<file path="src/design/mhpq_pkg.sv">
package mhpq_pkg;

  localparam int unsigned CapacityDefault = 64;
  localparam int unsigned KeyBitsDefault  = 32;

  typedef enum logic [1:0] {
    CMD_INSERT = 2'd0,
    CMD_REMOVE = 2'd1,
    CMD_SEARCH = 2'd2,
    CMD_UPDATE = 2'd3
  } cmd_e;

  typedef enum logic [1:0] {
    ST_OK       = 2'd0,
    ST_EMPTY    = 2'd1,
    ST_FULL     = 2'd2,
    ST_NOTFOUND = 2'd3
  } status_e;

  typedef enum logic [1:0] {
    OP_HOLD = 2'd0,
    OP_INS  = 2'd1,
    OP_DEL  = 2'd2,
    OP_SHL  = 2'd3
  } cell_op_e;

  typedef enum logic [4:0] {
    S_IDLE  = 5'b00001,
    S_SCAN  = 5'b00010,
    S_APPLY = 5'b00100,
    S_REINS = 5'b01000,
    S_DONE  = 5'b10000
  } state_e;

endpackage

</file>
<file path="src/design/mhpq_cell.sv">
module mhpq_cell import mhpq_pkg::*; #(
  parameter int unsigned KEY_BITS = KeyBitsDefault
) (
  input  logic                       clk_i,
  input  cell_op_e                   op_i,
  input  logic signed [KEY_BITS-1:0] key_i,
  input  logic                       valid_i,
  input  logic signed [KEY_BITS-1:0] left_val_i,
  input  logic                       left_le_i,
  input  logic signed [KEY_BITS-1:0] right_val_i,
  output logic signed [KEY_BITS-1:0] val_o,
  output logic                       le_o,
  output logic                       eq_o
);

  logic signed [KEY_BITS-1:0] val_q, val_d;
  logic                       ge;

  assign le_o = valid_i && (val_q <= key_i);
  assign ge   = valid_i && (val_q >= key_i);
  assign eq_o = valid_i && (val_q == key_i);
  assign val_o = val_q;

  always_comb begin
    unique case (op_i)
      OP_INS:  val_d = le_o ? val_q : (left_le_i ? key_i : left_val_i);
      OP_DEL:  val_d = ge ? right_val_i : val_q;
      OP_SHL:  val_d = right_val_i;
      default: val_d = val_q;
    endcase
  end

  always_ff @(posedge clk_i) begin
    val_q <= val_d;
  end

endmodule

</file>
<file path="config.mk">
export PLATFORM = sky130hd
export DESIGN_NAME = mhpq_cell
export DESIGN_NICKNAME = d
export VERILOG_FILES = /design/src/design/mhpq_pkg.sv /design/src/design/mhpq_cell.sv
export SDC_FILE = /design/constraint.sdc
export NUM_CORES = 1
export LEC_CHECK = 0
export BUFFER_PORTS_ARGS = -buffer_cell sky130_fd_sc_hd__buf_2
export CORE_AREA = 5 5 86 88
export DETAILED_ROUTE_END_ITERATION = 12
export DIE_AREA = 0 0 91 93
export HOLD_SLACK_MARGIN = 0.1
export PLACE_DENSITY_LB_ADDON = 0.05
export SETUP_SLACK_MARGIN = 0.1
export SLEW_MARGIN = 10
export SYNTH_ARGS = -nofsm -noshare
export SYNTH_HDL_FRONTEND = slang
export SYNTH_SLANG_ARGS = --single-unit
</file>
<file path="constraint.sdc">
create_clock -name clk_i -period 7.9 [get_ports clk_i]
set_input_delay 0.79 -clock clk_i [delete_from_list [all_inputs] [get_ports clk_i]]
set_output_delay 0.79 -clock clk_i [all_outputs]
set_load 0.01 [all_outputs]
</file>
# Yosys cells after proc, flatten, opt, wreduce, memory -nomap -nowiden
# Cells that the tools add are included.
# totals
reg_bits,32
out_inout_bits,34
elab_cells,18
# op_classes
order_cmp,2
n_eq_ne,6
mux,4
reduce_logical,5
# op_table
cell,n
32-bit 2-to-1 mux,3
32-bit one-hot mux with 3 select lines,1
32-bit equality test,1
32-bit >= comparator,1
32-bit <= comparator,1
2-bit equality test (second input constant),2
2-bit != test (second input constant),2
1-bit logical AND,3
3-bit AND reduction,1
3-bit nonzero test,1
2-bit by 1-bit equality test with 1-bit output (second input constant),1

# Longest topological paths before layout
# depth
ltp_word,4
mapped_depth,9

# Least setup slack after synthesis
# OpenSTA, ideal clock, no wires.
# synth_timing
path_type,input to register
start,input port key_i[31]
end,"register val_q[0] (netlist: val_o[0]), enable pin"
setup_ps,396
t_arrival_ps,2994
path_slack_ps,4510
stages,9
path_buffers,0
cell_sequence,inv_1 > ha_1 > nand4_2 > nor3_1 > a211oi_1 > o21a_1 > o21ai_0 > o21a_1 > o21bai_2
# synth_via
elab_chain_len,4
word_cells_on_any_way,7
classes_between,2 x order compare; 2 x eq/ne; 3 x reduce/logical
# synth_lines
element,line,text
"start, declared",mhpq_cell.sv:6,"input logic signed [KEY_BITS-1:0] key_i,"
32-bit <= comparator,mhpq_cell.sv:19,assign le_o = valid_i && (val_q <= key_i);
1-bit logical AND,mhpq_cell.sv:19,
net le_o,mhpq_cell.sv:12,"output logic le_o,"
2-bit != test (no line),-,
3-bit AND reduction (no line),-,
"end signal, assigned",mhpq_cell.sv:34,val_q <= val_d;
"end, declared",mhpq_cell.sv:16,"logic signed [KEY_BITS-1:0] val_q, val_d;"
# The timed path passes the listed nets, and every way through them passes these cells.
# A chain may end at the register's enable or synchronous reset.

# Final worst setup path
# layout_timing
start,input port key_i[31]
end,output port le_o
# layout_via
elab_chain_len,2
# layout_lines
element,line
32-bit <= comparator,mhpq_cell.sv:19
1-bit logical AND,mhpq_cell.sv:19
"end, declared",mhpq_cell.sv:12
# No other way between the ends.

==> impl_metrics.env <==
export IMPL_ff_latch_area_um2=961
export IMPL_final_cells=476
export IMPL_grt_pass1_vias=2340
export IMPL_finalCritPeriodShare_pct=42.4
export IMPL_grt_max_degree=66
export IMPL_synth_cell_types=30
export IMPL_avgRoutedWirePerCell_um=13.3
export IMPL_min_period_ps=3350
export IMPL_grt_setup_unrepaired="false"
export IMPL_drv_cap=0
export IMPL_fmax_ghz=0.298
export IMPL_fp_dieW_um=91
export IMPL_dieArea_um2=8460
export IMPL_via_per_inst=4.68
export IMPL_ant_nets=0
export IMPL_cts_tree="yes"
export IMPL_clkSinkCount=32
export IMPL_synth_seq_area_share_pct=37.8
export IMPL_final_cell_mix="buf_2 (134), nand2_1 (41), inv_1 (37), o21ai_0 (37)"
export IMPL_cts_setup_buffers=0
export IMPL_multi_input_area_um2=1410
export IMPL_vdd_drop_max_mv=0.0816
export IMPL_cts_buffers=5
export IMPL_p_leak_uw=0.00179
export IMPL_cts_root_buf="clkbuf_8"
export IMPL_worstPathMaxFanout=5
export IMPL_ys_seq_elements=32
export IMPL_syn_num_nets=398
export IMPL_start_kind="input port"
export IMPL_drive_gt1_share_pct=38.1
export IMPL_ctsHoldBuffers=0
export IMPL_placed_cells_incl_taps=469
export IMPL_htree_levels=2
export IMPL_tightest_slew_ps=959
export IMPL_synth_xor_area_share_pct=0
export IMPL_die_h_um=93
export IMPL_setup_tns_ps=0
export IMPL_start_util_pct=38.7
export IMPL_clk_pin_slew_ps=70
export IMPL_setup_violations=0
export IMPL_first_pass_iters=4
export IMPL_postRouteWirelength_um=6340
export IMPL_end_kind="primary output"
export IMPL_syn_area_per_cell_um2=9.59
export IMPL_clk_path_buf_depth=2
export IMPL_power_density_nw_per_um2=152
export IMPL_area_delta_synth_final_pct=32.1
export IMPL_synth_warning_count=0
export IMPL_drtIter0Drc=52
export IMPL_portBuffers=134
export IMPL_slew_headroom_pct=36.0
export IMPL_cts_resized=0
export IMPL_status="finished, final reports clean"
export IMPL_required_ps=7110
export IMPL_synth_cell_area_um2=2540
export IMPL_hold_path_class="in -> reg"
export IMPL_clk_latency_ps=280
export IMPL_io_pins=135
export IMPL_synthCells=265
export IMPL_grt_pass1_wl_um=10300
export IMPL_finalHoldViolations=0
export IMPL_critical_path_class="in -> out"
export IMPL_rows=30
export IMPL_largest_reg_flops=32
export IMPL_synth_mux_area_share_pct=12.6
export IMPL_coreArea_um2=6570
export IMPL_crit_arrival_ps=2560
export IMPL_vias=2229
export IMPL_track_usage_pct=14.9
export IMPL_synth_top_family_by_area="adder cells"
export IMPL_final_common_cell="buf_2"
export IMPL_dp_hpwl_um=5130
export IMPL_finalNetCount=529
export IMPL_gr_total_overflow=0
export IMPL_synth_compound_area_share_pct=14.0
export IMPL_finClkSkew_ps=8.75
export IMPL_drv_slew=0
export IMPL_antenna_found_initial=0
export IMPL_drc=0
export IMPL_synth_simple_area_share_pct=12.6
export IMPL_num_antenna_cells=0
export IMPL_nFillCells=648
export IMPL_gp_congestion=0.758
export IMPL_synth_adder_area_share_pct=15.7
-- worst max-delay path: stages --
cell and delay, ps:
buf_2 100, inv_1 50, ha_1 360, nand4_2 180, nor3_1 80, a211oi_1 300, o2111ai_1 200, a21oi_1 150
o21a_1 200, buf_2 160
-- stage by stage --
| step | worst slack [ps] | util, % | total power, µW | hold slack (ps) | instance area, µm² |
|---|---|---|---|---|---|
| 2_1_floorplan | 4510 | - | 331 | 981 | 2540 |
| 3_3_place_gp | 4440 | 50.0 | 401 | 1070 | 3280 |
| 3_5_place_dp | 4380 | 50.0 | 403 | 1070 | 3280 |
| 4_1_cts | 4550 | 51.1 | 521 | 771 | 3360 |
| 5_1_grt | 4380 | 51.1 | 549 | 795 | 3360 |
| 6_report | 4550 | 51.1 | 511 | 784 | 3360 |
-- where the power goes --
group	switching (µW)	internal, µW	total [µW]
registers	10.6	216	226
logic	93.5	75.7	169
clock network	57.5	58.1	116
total	162	349	511
-- cell type report --
type                            count  area share, %
Multi-Input combinational cell    185           41.8
Timing Repair Buffer              135           20.2
Sequential cell                    32           28.6
Tap cell                           80           2.98
Clock inverter                      2          0.223
Clock buffer                        5           2.05
Inverter                           37           4.13
-- final timing paths --
check	from	cells after the start	slack, ps	endpoint
worst max-delay path	key_i[31]	10	4550	le_o
worst min-delay path	right_val_i[7]	3	780	val_o[7]
worst max register to register	val_o[11]	8	4970	val_o[12]
worst min register to register	val_o[15]	6	1500	val_o[0]
-- synthesized netlist by cell type --
cell / instances / area [µm²]
nand2_1: 41 / 154
inv_1: 37 / 139
o21ai_0: 37 / 185
edfxtp_1: 32 / 961
ha_1: 32 / 400
mux2i_1: 32 / 320
a21oi_1: 15 / 75.1
clkbuf_1: 8 / 30.0
nand4_2: 4 / 50.1
buf_2: 3 / 15.0
nand3_1: 3 / 15.0
nor2_1: 2 / 7.51
o21a_1: 2 / 15.0
a211oi_1: 1 / 7.51
a21bo_1: 1 / 10.0
a221oi_1: 1 / 8.76
a41oi_1: 1 / 8.76
and2b_2: 1 / 8.76
and4_1: 1 / 8.76
nand2_4: 1 / 11.3
nand4_1: 1 / 6.26
nand4_4: 1 / 21.3
nor3_1: 1 / 5.00
nor4_2: 1 / 12.5
nor4_4: 1 / 21.3
o2111ai_1: 1 / 8.76
o211ai_1: 1 / 7.51
o211ai_2: 1 / 12.5
o21ai_1: 1 / 5.00
o21bai_2: 1 / 11.3
-- cell families (layout without fill, tap and decap cells) --
| kind of cell | after synthesis | in the layout |
|---|---|---|
| DFF | 32 | 32 |
| and+or+nand+nor | 58 | 58 |
| buffers and inverters | 48 | 179 |
| adders and majority gates | 32 | 32 |
| muxes | 32 | 32 |
| AOI/OAI and AO/OA | 63 | 63 |
-- per-layer routing --
| layer | GRT usage (%) | vias up | routed length, µm |
|---|---|---|---|
| li1 | - | 1207 | - |
| met4 | 3.67 | 0 | 58 |
| met5 | 0 | - | 0 |
| met2 | 23.9 | 75 | 2850 |
| met3 | 5.47 | 5 | 539 |
| met1 | 19.1 | 942 | 2890 |
(Power assumes the default switching activity.)
